File: src/sv/interval_booking_table_core_defines.svh
// assertion macros for the interval booking table core
`ifndef INTERVAL_BOOKING_TABLE_CORE_DEFINES_SVH
`define INTERVAL_BOOKING_TABLE_CORE_DEFINES_SVH
`ifndef SYNTHESIS
// same-cycle implication, sampled on clk_i, off during reset
`define IBT_ASSERT_NOW(lbl, ante, cons, msg) \
  lbl: assert property (@(posedge clk_i) disable iff (!rst_ni) (ante) |-> (cons)) \
    else $error(msg);
// next-cycle implication
`define IBT_ASSERT_NEXT(lbl, ante, cons, msg) \
  lbl: assert property (@(posedge clk_i) disable iff (!rst_ni) (ante) |=> (cons)) \
    else $error(msg);
`else
`define IBT_ASSERT_NOW(lbl, ante, cons, msg)
`define IBT_ASSERT_NEXT(lbl, ante, cons, msg)
`endif
`endif

File: src/sv/ibt_pkg.sv
// shared types and constants for the interval booking table
package ibt_pkg;

  localparam int unsigned IBT_ENTRIES = 64;
  localparam int unsigned TIME_W      = 32;

  // result status codes
  localparam logic [1:0] ST_BOOKED  = 2'd0;
  localparam logic [1:0] ST_OVERLAP = 2'd1;
  localparam logic [1:0] ST_FULL    = 2'd2;
  localparam logic [1:0] ST_INVALID = 2'd3;

  // update broadcast to every cell at commit
  typedef enum logic [1:0] {
    OP_NONE  = 2'd0,
    OP_EXT_L = 2'd1,
    OP_EXT_R = 2'd2,
    OP_INS   = 2'd3
  } ibt_op_e;

  // flags or-ed along the chain
  typedef struct packed {
    logic ovl;
    logic adj_l;
    logic adj_r;
  } ibt_flags_t;

endpackage

File: src/sv/ibt_cell.sv
// one table entry with its local compare and chain flag register
module ibt_cell #(
  parameter int unsigned ENTRIES = 64,
  parameter int unsigned IDX     = 0,
  localparam int unsigned CNT_W  = $clog2(ENTRIES + 1)
) (
  input  logic                      clk_i,
  input  logic                      rst_ni,
  input  logic [ibt_pkg::TIME_W-1:0] req_start_i,
  input  logic [ibt_pkg::TIME_W-1:0] req_end_i,
  input  logic [CNT_W-1:0]          count_i,
  input  logic                      clear_i,
  input  logic                      scan_i,
  input  ibt_pkg::ibt_op_e          op_i,
  input  ibt_pkg::ibt_flags_t       chain_i,
  output ibt_pkg::ibt_flags_t       chain_o
);
  import ibt_pkg::*;

  logic [TIME_W-1:0] st_q, st_d;
  logic [TIME_W-1:0] en_q, en_d;
  ibt_flags_t        flg_q, flg_d;
  ibt_flags_t        local_flg;
  logic              occ;

  assign occ = CNT_W'(IDX) < count_i;

  always_comb begin
    local_flg.ovl   = occ && (st_q < req_end_i) && (en_q > req_start_i);
    local_flg.adj_l = occ && (en_q == req_start_i);
    local_flg.adj_r = occ && (st_q == req_end_i);
  end

  always_comb begin
    flg_d = flg_q;
    if (clear_i) begin
      flg_d = '0;
    end else if (scan_i) begin
      flg_d = chain_i | local_flg;
    end
  end

  always_comb begin
    st_d = st_q;
    en_d = en_q;
    unique case (op_i)
      OP_EXT_L: if (local_flg.adj_l) begin
        en_d = req_end_i;
      end
      OP_EXT_R: if (local_flg.adj_r) begin
        st_d = req_start_i;
      end
      OP_INS: if (count_i == CNT_W'(IDX)) begin
        st_d = req_start_i;
        en_d = req_end_i;
      end
      default: ;
    endcase
  end

  always_ff @(posedge clk_i or negedge rst_ni) begin
    if (!rst_ni) begin
      flg_q <= '0;
    end else begin
      flg_q <= flg_d;
    end
  end

  always_ff @(posedge clk_i) begin
    st_q <= st_d;
    en_q <= en_d;
  end

  assign chain_o = flg_q;

endmodule

File: config.mk
export PLATFORM = sky130hd
export DESIGN_NAME = ibt_cell
export DESIGN_NICKNAME = d
export VERILOG_FILES = /design/src/sv/interval_booking_table_core_defines.svh /design/src/sv/ibt_pkg.sv /design/src/sv/ibt_cell.sv
export SDC_FILE = /design/constraint.sdc
export NUM_CORES = 1
export LEC_CHECK = 0
export ABC_AREA = 0
export BUFFER_PORTS_ARGS = -buffer_cell sky130_fd_sc_hd__buf_2
export CAP_MARGIN = 40
export CORE_MARGIN = 10
export CORE_UTILIZATION = 40
export DETAILED_ROUTE_END_ITERATION = 6
export MAX_ROUTING_LAYER = met4
export PLACE_DENSITY_LB_ADDON = 0.2
export SLEW_MARGIN = 20
export SYNTH_ARGS = -nofsm -noshare
export SYNTH_HDL_FRONTEND = slang
export SYNTH_SLANG_ARGS = --single-unit
export TNS_END_PERCENT = 50
File: constraint.sdc
create_clock -name clk_i -period 10.4 [get_ports clk_i]
set_input_delay 2.6 -clock clk_i [delete_from_list [all_inputs] [get_ports clk_i]]
set_output_delay 2.6 -clock clk_i [all_outputs]
set_load 0.005 [all_outputs]
==> results of run 1 <==
[power breakdown]
| part | leakage (µW) | switching [µW] | internal, µW |
|---|---|---|---|
| clock | 0.000110 | 95.7 | 137 |
| combinational | 0.00137 | 29.2 | 26.0 |
| sequential | 0.000614 | 0.894 | 297 |
[cells by family (layout without fill, tap and decap cells)]
group | Yosys count | after routing | share of synthesized area [%]
simple gates | 65 | 65 | 9.14
flops | 67 | 67 | 53.6
buf+inv | 65 | 165 | 6.55
compound gates | 49 | 49 | 8.67
fa+ha+maj | 64 | 64 | 21.5
other cells | 0 | 1 | 0
mux | 2 | 2 | 0.537
[metrics by stage]
| step | utilization, % | power (µW) | hold slack, ns | instance area, µm² | cells |
|---|---|---|---|---|---|
| floorplan | - | 330 | 0.539 | 3720 | 312 |
| global placement | 46.9 | 358 | 0.575 | 4290 | 507 |
| detailed placement | 46.9 | 359 | 0.590 | 4290 | 507 |
| CTS | 49.3 | 592 | 0.595 | 4510 | 523 |
| global route | 49.3 | 610 | 0.670 | 4510 | 524 |
| finish | 49.3 | 586 | 0.591 | 4510 | 524 |
[sequential cells by signal (all words and copies together), names as in the netlist]
name,count
en_q,32
st_q,32
chain_o,3
[layout make-up]
cell class | instances | area, µm² | area share (%)
sequential | 67 | 2000 | 44.3
antenna | 1 | 2.50 | 0.0555
clock buffer | 15 | 186 | 4.13
clock inverter | 1 | 30.0 | 0.666
tap | 111 | 139 | 3.08
multi-input combinational | 180 | 1490 | 33.0
timing repair buffer | 84 | 425 | 9.43
inverter | 65 | 244 | 5.41
[layer usage]
metal | wire (µm) | share of wire (%) | up-vias
met4 | 106 | 1.2 | 0
met2 | 3900 | 45 | 69
met1 | 4120 | 48 | 1182
met3 | 460 | 5.4 | 12
met5 | 0 | 0 | -
li1 | - | - | 1323
[worst min-delay path, cell delays in order, from the launching register on]
cell and delay [ns]:
dfrtp_1 0.40, nor2_1 0.10, a311oi_1 0.05
[worst min path at each step]
| stage | to |
|---|---|
| after global placement | chain_o[0]$_DFFE_PN0P_ |
| after global routing | chain_o[1]$_DFFE_PN0P_ |
| after detailed placement | chain_o[1]$_DFFE_PN0P_ |
| final | chain_o[1]$_DFFE_PN0P_ |
| after floorplan | chain_o[1]$_DFFE_PN0P_ |
| after CTS | chain_o[1]$_DFFE_PN0P_ |
[layout by cell type (no fill, tap or decap), types with 2 or more instances in the layout]
master,count
nand4_1,12
nor3_1,3
nor4_1,2
dfrtp_1,3
ha_1,64
or2_2,2
clkbuf_1,2
buf_4,2
buf_2,82
clkbuf_8,13
nor2_1,14
inv_1,65
o211ai_1,3
nor4_2,2
nand2_1,15
and4_1,2
mux2i_1,2
edfxtp_1,64
o21ai_0,9
a211oi_1,7
nor2b_1,3
a21oi_1,20
nand3_1,7
==> flow_summary.yaml, run 1 <==
floorplanning:
  dieWidth_um: 117
  fp.dieArea_um2: 13600
  core_region_area_um2: 9150
  start_util_pct: 40.7
  ios: 83
  die_h_um: 117
  fp-row-count: 35
clock_network:
  holdBufCountCts: 0
  insertion_delay_ns: 0.34
  postCtsResizedCells: 0
  clockBufferDepth: 2
  cts_buffers: 9
  cts_setup_buffers: 0
  cts.sinks: 67
  cts_max_level: 3
  cts_tree: "yes"
  clkTransAtPathRegs_ns: 0.07
  cts_root_buf: "clkbuf_8"
drt:
  wl_per_cell_um: 16.4
  routed_wl_um: 8580
  ant_nets: 0
  vias: 2586
  first_pass_iters: 5
  drc: 0
  drt_iter0_markers: 101
  viasPerCell: 4.94
global_routing:
  antenna_found_initial: 1
  grt_max_degree: 25
  grt.busiest_layer: "met2"
  globalRoute.totalOverflow: 0
  grt_pass1_wl_um: 13600
  first_global_vias: 2832
  grtUsageTotal_pct: 13.6
  gr-usage-met3_pct: 2.67
  met1_usage_pct: 17.8
  grtUsageMet2_pct: 20.7
power:
  power_density_nw_per_um2: 130
  ir_drop_v: 0.0000660
  leakagePower_uw: 0.00210
critical_path:
  ff2ff_setup_slack_ns: 7.17
  cp_cell_sequence: "buf_2, inv_1, ha_1, nand4_1, nor3_1, nand4_1, nor4_1, mux2i_1, nor2b_2, buf_4"
  critical_path.endpoint_type: "flip-flop"
  rr_endpoint: "st_q[14]$_DFFE_PP_"
  max_stage_delay_ns: 0.50
  crit_arrival_ns: 5.21
  path_max_fanout: 23
  crit_cells: 10
  crit_top_cell: "nand4_1"
  timing.critical_path.from: "req_end_i[29]"
  reg2reg_depth: 8
  r2r_start: "st_q[30]$_DFFE_PP_"
  crit_family: "simple AND/OR/NAND/NOR gates"
  startpoint_type: "input port"
  path_buf_inv: 3
  crit_required_ns: 10.40
  crit_slowest_cell: "nor2b_2"
  crit_end: "st_q[14]$_DFFE_PP_"
  timing_worst_setup_path_type: "in2reg"
logic_synthesis:
  synth_top_area_share_pct: 51.6
  ys_warn_count: 0
  synthTopCellsByCount: "inv_1, edfxtp_1, ha_1"
  synth_edf_count: 64
  ys_ff_latch: 67
  syn_area_um2: 3720
  yosys.area.top_type: "edfxtp_1"
  synth_cell_types: 31
  avgSynthCellArea_um2: 11.9
  synth_nets: 456
  yosysSeqAreaShare_pct: 53.6
  async_flop_share_pct: 4.48
  synth.area.top_cells: "edfxtp_1, ha_1, inv_1"
  synth_most_common_cell: "inv_1"
  synthCells: 312
  ys.flop_type: "edfxtp_1"
final_layout:
  nFillCells: 842
  layout.nets: 551
  syn_to_final_growth_pct: 21.1
  drive_above_1_share_pct: 26.0
job:
  cap_viol_max_count: 0
place:
  preCtsSetupSlack_ns: 4.80
  port_buffers: 82
  hpwl_um: 7190
  gp_congestion: 0.829
sta:
  tightest_slew_ns: 0.569
  drv_slew: 0
  min_period_over_period_pct: 50.0
  layout_setup_ws_ns: 5.20
  slew_headroom_pct: 61.8
  fin_tns_setup_ns: 0
  fin_crit_ns: 5.20
  fin_skew_ns: 0.0111
  setup_viol: 0
  fmax_ghz: 0.192
  finalHoldViolations: 0
  rsz0062_at_grt: "false"
status:
  status: "finished, final reports clean"
min_path:
  hold_depth: 2
  hold_class: "reg2reg"
  min_from: "chain_o[1]$_DFFE_PN0P_"
Power figures use the tool's default switching activity.
==> run 2: changes to the inputs <==
--- a/config.mk
+++ b/config.mk
@@ -5,7 +5,7 @@
 export SDC_FILE = /design/constraint.sdc
 export NUM_CORES = 1
 export LEC_CHECK = 0
-export ABC_AREA = 0
+export ABC_AREA = 1
 export BUFFER_PORTS_ARGS = -buffer_cell sky130_fd_sc_hd__buf_2
 export CAP_MARGIN = 40
 export CORE_MARGIN = 10
==> constraint.sdc (replaced) <==
create_clock -name clk_i -period 4.9 [get_ports clk_i]
set_input_delay 1.225 -clock clk_i [delete_from_list [all_inputs] [get_ports clk_i]]
set_output_delay 1.225 -clock clk_i [all_outputs]
set_load 0.005 [all_outputs]
==> run 2 against run 1 <==
- routed wire length hardly changed
- final area is 3.2% higher
- hold slack worse by 0.080 ns
- non-clock buffer count is 1 higher
- area after synthesis is 4.0% higher
- global-route usage is 0.88 points lower
- total power is 110% higher
- combinational power grew to 3.3 times the previous value
- sequential share of layout area is 1.4 points lower
- largest power group unchanged
- core utilization is 0.62 points higher
==> flow_summary.yaml, run 2 <==
status:
  status: "finished, final reports clean"
logic_synthesis:
  ys.flop_type: "edfxtp_1"
  synth_compound_area_share_pct: 6.33
  synth_nets: 521
  synthCells: 377
  synthXorXnorAreaFrac_pct: 0
  ys_ff_latch: 67
  synth_fa_ha_area_share_pct: 20.7
  async_flop_share_pct: 4.48
  synthMuxAreaShare_pct: 0
  synth_edf_count: 64
  synthTopCellsByCount: "inv_1, nand2_1, edfxtp_1, ha_1, a21oi_1"
  syn_area_um2: 3870
  synth.area.top_cells: "edfxtp_1, ha_1, inv_1"
  ys_warn_count: 0
  synth_top_family_by_area: "adder cells"
  synth_most_common_cell: "inv_1"
  synth_simple_gate_area_share_pct: 12.9
  synth_top_area_share_pct: 49.6
  yosys.area.top_type: "edfxtp_1"
  avgSynthCellArea_um2: 10.3
  yosysSeqAreaShare_pct: 51.6
  synth_cell_types: 20
critical_path:
  crit_arrival_ns: 3.15
  crit_top_cell: "nand4_1"
  crit_end: "st_q[14]$_DFFE_PP_"
  crit_slowest_cell: "a21oi_4"
  critical_path.endpoint_type: "flip-flop"
  rr_endpoint: "st_q[14]$_DFFE_PP_"
  startpoint_type: "input port"
  reg2reg_depth: 8
  crit_family: "simple AND/OR/NAND/NOR gates"
  crit_required_ns: 4.93
  timing_worst_setup_path_type: "in2reg"
  timing.critical_path.from: "req_end_i[23]"
  ff2ff_setup_slack_ns: 2.38
  crit_cells: 10
  path_buf_inv: 3
  max_stage_delay_ns: 0.48
  r2r_start: "st_q[23]$_DFFE_PP_"
  cp_cell_sequence: "buf_2, inv_1, ha_1, nand2_1, nor2_1, nand4_1, nor3_2, nand4_1, a21oi_4, buf_4"
  path_max_fanout: 14
drt:
  drc: 0
  ant_nets: 0
  wl_per_cell_um: 14.1
  drt_iter0_markers: 62
  routed_wl_um: 8580
  vias: 2729
  first_pass_iters: 4
  viasPerCell: 4.50
clock_network:
  cts.sinks: 67
  cts_max_level: 3
  cts_setup_buffers: 0
  clockBufferDepth: 2
  clkTransAtPathRegs_ns: 0.06
  holdBufCountCts: 0
  postCtsResizedCells: 0
  cts_root_buf: "clkbuf_8"
  insertion_delay_ns: 0.33
  cts_buffers: 9
  cts_tree: "yes"
global_routing:
  first_global_vias: 2964
  antenna_found_initial: 0
  grt_max_degree: 23
  globalRoute.totalOverflow: 0
  grtUsageTotal_pct: 12.8
  grt_pass1_wl_um: 13900
place:
  port_buffers: 82
  preCtsSetupSlack_ns: 1.39
  gp_congestion: 0.798
  hpwl_um: 7190
  place_inst: 591
job:
  cap_viol_max_count: 0
sta:
  fin_crit_ns: 3.12
  fin_skew_ns: 0.0109
  slew_headroom_pct: 65.9
  tightest_slew_ns: 0.510
  setup_viol: 0
  fmax_ghz: 0.321
  fin_tns_setup_ns: 0
  finalHoldViolations: 0
  min_period_over_period_pct: 63.6
  rsz0062_at_grt: "false"
  hold_ws_ns: 0.511
  drv_slew: 0
  layout_setup_ws_ns: 1.78
power:
  leakagePower_uw: 0.00233
  power_density_nw_per_um2: 269
  ir_drop_v: 0.000157
final_layout:
  syn_to_final_growth_pct: 20.2
  nFillCells: 905
  drive_above_1_share_pct: 23.8
  mostFrequentLayoutCells: "inv_1, buf_2, nand2_1"
  mostFrequentLayoutCell: "inv_1"
  diodes: 0
  layout.nets: 617
  final_cells: 607
min_path:
  hold_class: "reg2reg"
  hold_depth: 2
floorplanning:
  core_region_area_um2: 9330
  dieWidth_um: 118
  ios: 83
  start_util_pct: 41.5
  fp.dieArea_um2: 14000
  die_h_um: 118
  fp-row-count: 35
run 2: where the power goes:
part           leakage, µW  switching (µW)  internal [µW]
clock network    0.0000872             206            196
logic              0.00162             102           79.2
registers         0.000627            9.82            659
total              0.00233             318            934
run 2: cell type report:
| cell class | count | area [µm²] | share of cell area, % |
|---|---|---|---|
| inverter | 88 | 330 | 7.10 |
| sequential | 67 | 2000 | 42.9 |
| multi-input combinational | 222 | 1570 | 33.7 |
| tap | 129 | 161 | 3.47 |
| clock inverter | 3 | 15.0 | 0.323 |
| timing repair buffer | 85 | 433 | 9.30 |
| clock buffer | 13 | 149 | 3.20 |
run 2: worst reg2reg max path, cell delays in order, from the launching register on:
cell      delay [ns]
edfxtp_1        0.39
ha_1            0.30
nand2_1         0.08
nor2_1          0.17
nand4_1         0.12
nor3_2          0.17
nand4_1         0.19
a21oi_4         0.48
buf_4           0.30
run 2: cell families (layout without fill, tap and decap cells):
logic type               after synthesis  count (layout)
AND/OR/NAND/NOR                      113             113
buffers and inverters                 88             189
flip-flops                            67              67
adder cells (fa/ha/maj)               64              64
AO/OA/AOI/OAI                         45              45
run 2: layer usage:
metal  wire length (µm)  track usage (%)
met2               3990             20.1
met5                  0                -
met4                147             4.81
met1               4130             15.8
met3                312             2.57
run 2: worst min path at each step:
stage	from	slack (ns)	end
6_report	chain_o[2]$_DFFE_PN0P_	0.51	chain_o[2]$_DFFE_PN0P_
3_5_place_dp	chain_o[2]$_DFFE_PN0P_	0.50	chain_o[2]$_DFFE_PN0P_
4_1_cts	chain_o[2]$_DFFE_PN0P_	0.52	chain_o[2]$_DFFE_PN0P_
3_3_place_gp	chain_o[2]$_DFFE_PN0P_	0.51	chain_o[2]$_DFFE_PN0P_
5_1_grt	chain_o[0]$_DFFE_PN0P_	0.55	chain_o[0]$_DFFE_PN0P_
2_1_floorplan	chain_o[2]$_DFFE_PN0P_	0.47	chain_o[2]$_DFFE_PN0P_
run 2: per-stage QoR:
stage | total power (µW) | instance area, µm² | utilization, %
after floorplan | 787 | 3870 | -
after global placement | 860 | 4490 | 48.1
after detailed placement | 866 | 4490 | 48.1
after CTS | 1270 | 4650 | 49.9
after global routing | 1320 | 4650 | 49.9
final | 1250 | 4650 | 49.9
==> run 3: changes to the inputs <==
==> constraint.sdc (replaced) <==
create_clock -name clk_i -period 2.9 [get_ports clk_i]
set_input_delay 0.725 -clock clk_i [delete_from_list [all_inputs] [get_ports clk_i]]
set_output_delay 0.725 -clock clk_i [all_outputs]
set_load 0.005 [all_outputs]
==> run 3 against run 2 <==
- first-iteration DRC count up 84%
- hold slack worse by 0.34 ns
- register-to-register slack lost 1.8 ns
- non-clock buffer count grew 1
- clock power rose by 110%
- die area stayed put
- core utilization grew 0.78 points
- clock skew about the same
- sequential power increased by 69%
==> flow_summary.yaml, run 3 (synthesized netlist as in run 2, its figures left out) <==
global_routing:
  grt_max_degree: 25
  grtUsageTotal_pct: 12.9
  first_global_vias: 3006
  globalRoute.totalOverflow: 0
  antenna_found_initial: 0
  grt_pass1_wl_um: 14000
sta:
  setup_viol: 0
  layout_setup_ws_ns: 0.547
  fin_crit_ns: 2.35
  slew_headroom_pct: 74.9
  finalHoldViolations: 0
  fin_skew_ns: 0.0110
  drv_slew: 0
  fmax_ghz: 0.425
  min_period_over_period_pct: 81.1
  rsz0062_at_grt: "false"
  tightest_slew_ns: 0.373
  fin_tns_setup_ns: 0
place:
  port_buffers: 82
  hpwl_um: 7200
  gp_congestion: 0.780
  preCtsSetupSlack_ns: 0.198
  dpl_cell_area_um2: 4510
clock_network:
  clkTransAtPathRegs_ns: 0.07
  cts_root_buf: "clkbuf_8"
  cts.sinks: 67
  cts_buffers: 9
  cts_max_level: 3
  postCtsResizedCells: 0
  insertion_delay_ns: 0.34
  clockBufferDepth: 2
  cts_tree: "yes"
  holdBufCountCts: 0
  cts_setup_buffers: 0
final_layout:
  drive_above_1_share_pct: 24.6
  final_area_um2: 4730
  mostFrequentLayoutCells: "inv_1, buf_2, nand2_1"
  layout.nets: 618
  syn_to_final_growth_pct: 22.0
  diodes: 0
  mostFrequentLayoutCell: "inv_1"
floorplanning:
  fp-row-count: 35
  fp.dieArea_um2: 14000
  die_h_um: 118
  ios: 83
  start_util_pct: 41.5
  dieWidth_um: 118
  core_region_area_um2: 9330
critical_path:
  crit_top_cell: "nand4_1"
  r2r_start: "st_q[23]$_DFFE_PP_"
  crit_slowest_cell: "ha_1"
  max_stage_delay_ns: 0.29
  ff2ff_setup_slack_ns: 0.63
  cp_cell_sequence: "buf_2, inv_1, ha_1, nand2_1, nor2_1, nand4_1, nor3_2, nand4_1, a21oi_4, buf_4"
  path_max_fanout: 19
  startpoint_type: "input port"
  critical_path.endpoint_type: "flip-flop"
  timing_worst_setup_path_type: "in2reg"
  rr_endpoint: "st_q[9]$_DFFE_PP_"
  crit_arrival_ns: 2.37
  crit_required_ns: 2.91
  reg2reg_depth: 8
drt:
  first_pass_iters: 4
  ant_nets: 0
  wl_per_cell_um: 14.2
  drt_iter0_markers: 114
  drc: 0
  vias: 2768
  viasPerCell: 4.55
  routed_wl_um: 8650
power:
  ir_drop_v: 0.000215
  leakagePower_uw: 0.00235
  netSwitchingPower_uw: 560
  intPower_uw: 1730
  power_frac_comb_pct: 13.7
  netSwitchingFraction_pct: 24.5
  finalPower_uw: 2290
  power_density_nw_per_um2: 484
  clock_power_share_pct: 37.1
  pwr-share-seq_pct: 49.3
min_path:
  hold_class: "in2async"
job:
  cap_viol_max_count: 0
status:
  status: "finished, final reports clean"
==> run 3: changes by cell type in the layout (fill, tap and decap cells not counted) <==
| cell | before | now |
|---|---|---|
| buf_12 | 0 | 1 |
| bufinv_16 | 0 | 2 |
| clkbuf_1 | 3 | 0 |
| clkbuf_8 | 10 | 9 |
| clkinv_2 | 3 | 2 |
| clkinvlp_4 | 0 | 3 |
==> run 3: power groups by stage <==
stage	combinational (µW)	clock (µW)	sequential, µW
after detailed placement	317	0	1150
after floorplan	184	0	1150
after global routing	368	915	1130
final	313	849	1130
after global placement	305	0	1150
after CTS	320	867	1130
==> run 3: final cells by class <==
cell class	count	area [µm²]
clock inverter	7	92.6
clock buffer	9	124
tap	129	161
timing repair buffer	86	453
inverter	88	330
sequential	67	2000
fill	895	4600
multi-input combinational	222	1570
==> run 3: critical path: cells and delay by family <==
family / cells / cell delay (ns)
buffers and inverters: 3 / 0.42
AO/OA/AOI/OAI: 1 / 0.18
AND/OR/NAND/NOR: 5 / 0.75
adder cells (fa/ha/maj): 1 / 0.29
==> run 3: worst max path at each step <==
stage	endpoint	startpoint	depth (start not counted)
2_1_floorplan	en_q[0]$_DFFE_PP_	req_start_i[7]	8
3_3_place_gp	st_q[22]$_DFFE_PP_	req_end_i[23]	10
3_5_place_dp	st_q[18]$_DFFE_PP_	req_end_i[23]	10
4_1_cts	st_q[11]$_DFFE_PP_	req_end_i[23]	10
5_1_grt	st_q[14]$_DFFE_PP_	req_end_i[23]	10
6_report	st_q[9]$_DFFE_PP_	req_end_i[23]	10
==> run 3: per-stage QoR <==
step,instances,hold WS [ns],util (%)
floorplan,377,0.429,-
detailed placement,592,0.496,48.4
finish,608,0.174,50.7
CTS,608,0.159,50.7
global route,608,0.159,50.7
global placement,592,0.506,48.4
==> run 3: metal layers <==
| metal | vias up | routed length, µm | GRT usage (%) | share of wire (%) |
|---|---|---|---|---|
| met2 | 52 | 4180 | 20.8 | 48 |
| met5 | - | 0 | - | 0 |
| li1 | 1440 | - | - | - |
| met1 | 1264 | 4080 | 15.7 | 47 |
| met4 | 0 | 139 | 4.96 | 1.6 |
| met3 | 12 | 244 | 2.38 | 2.8 |
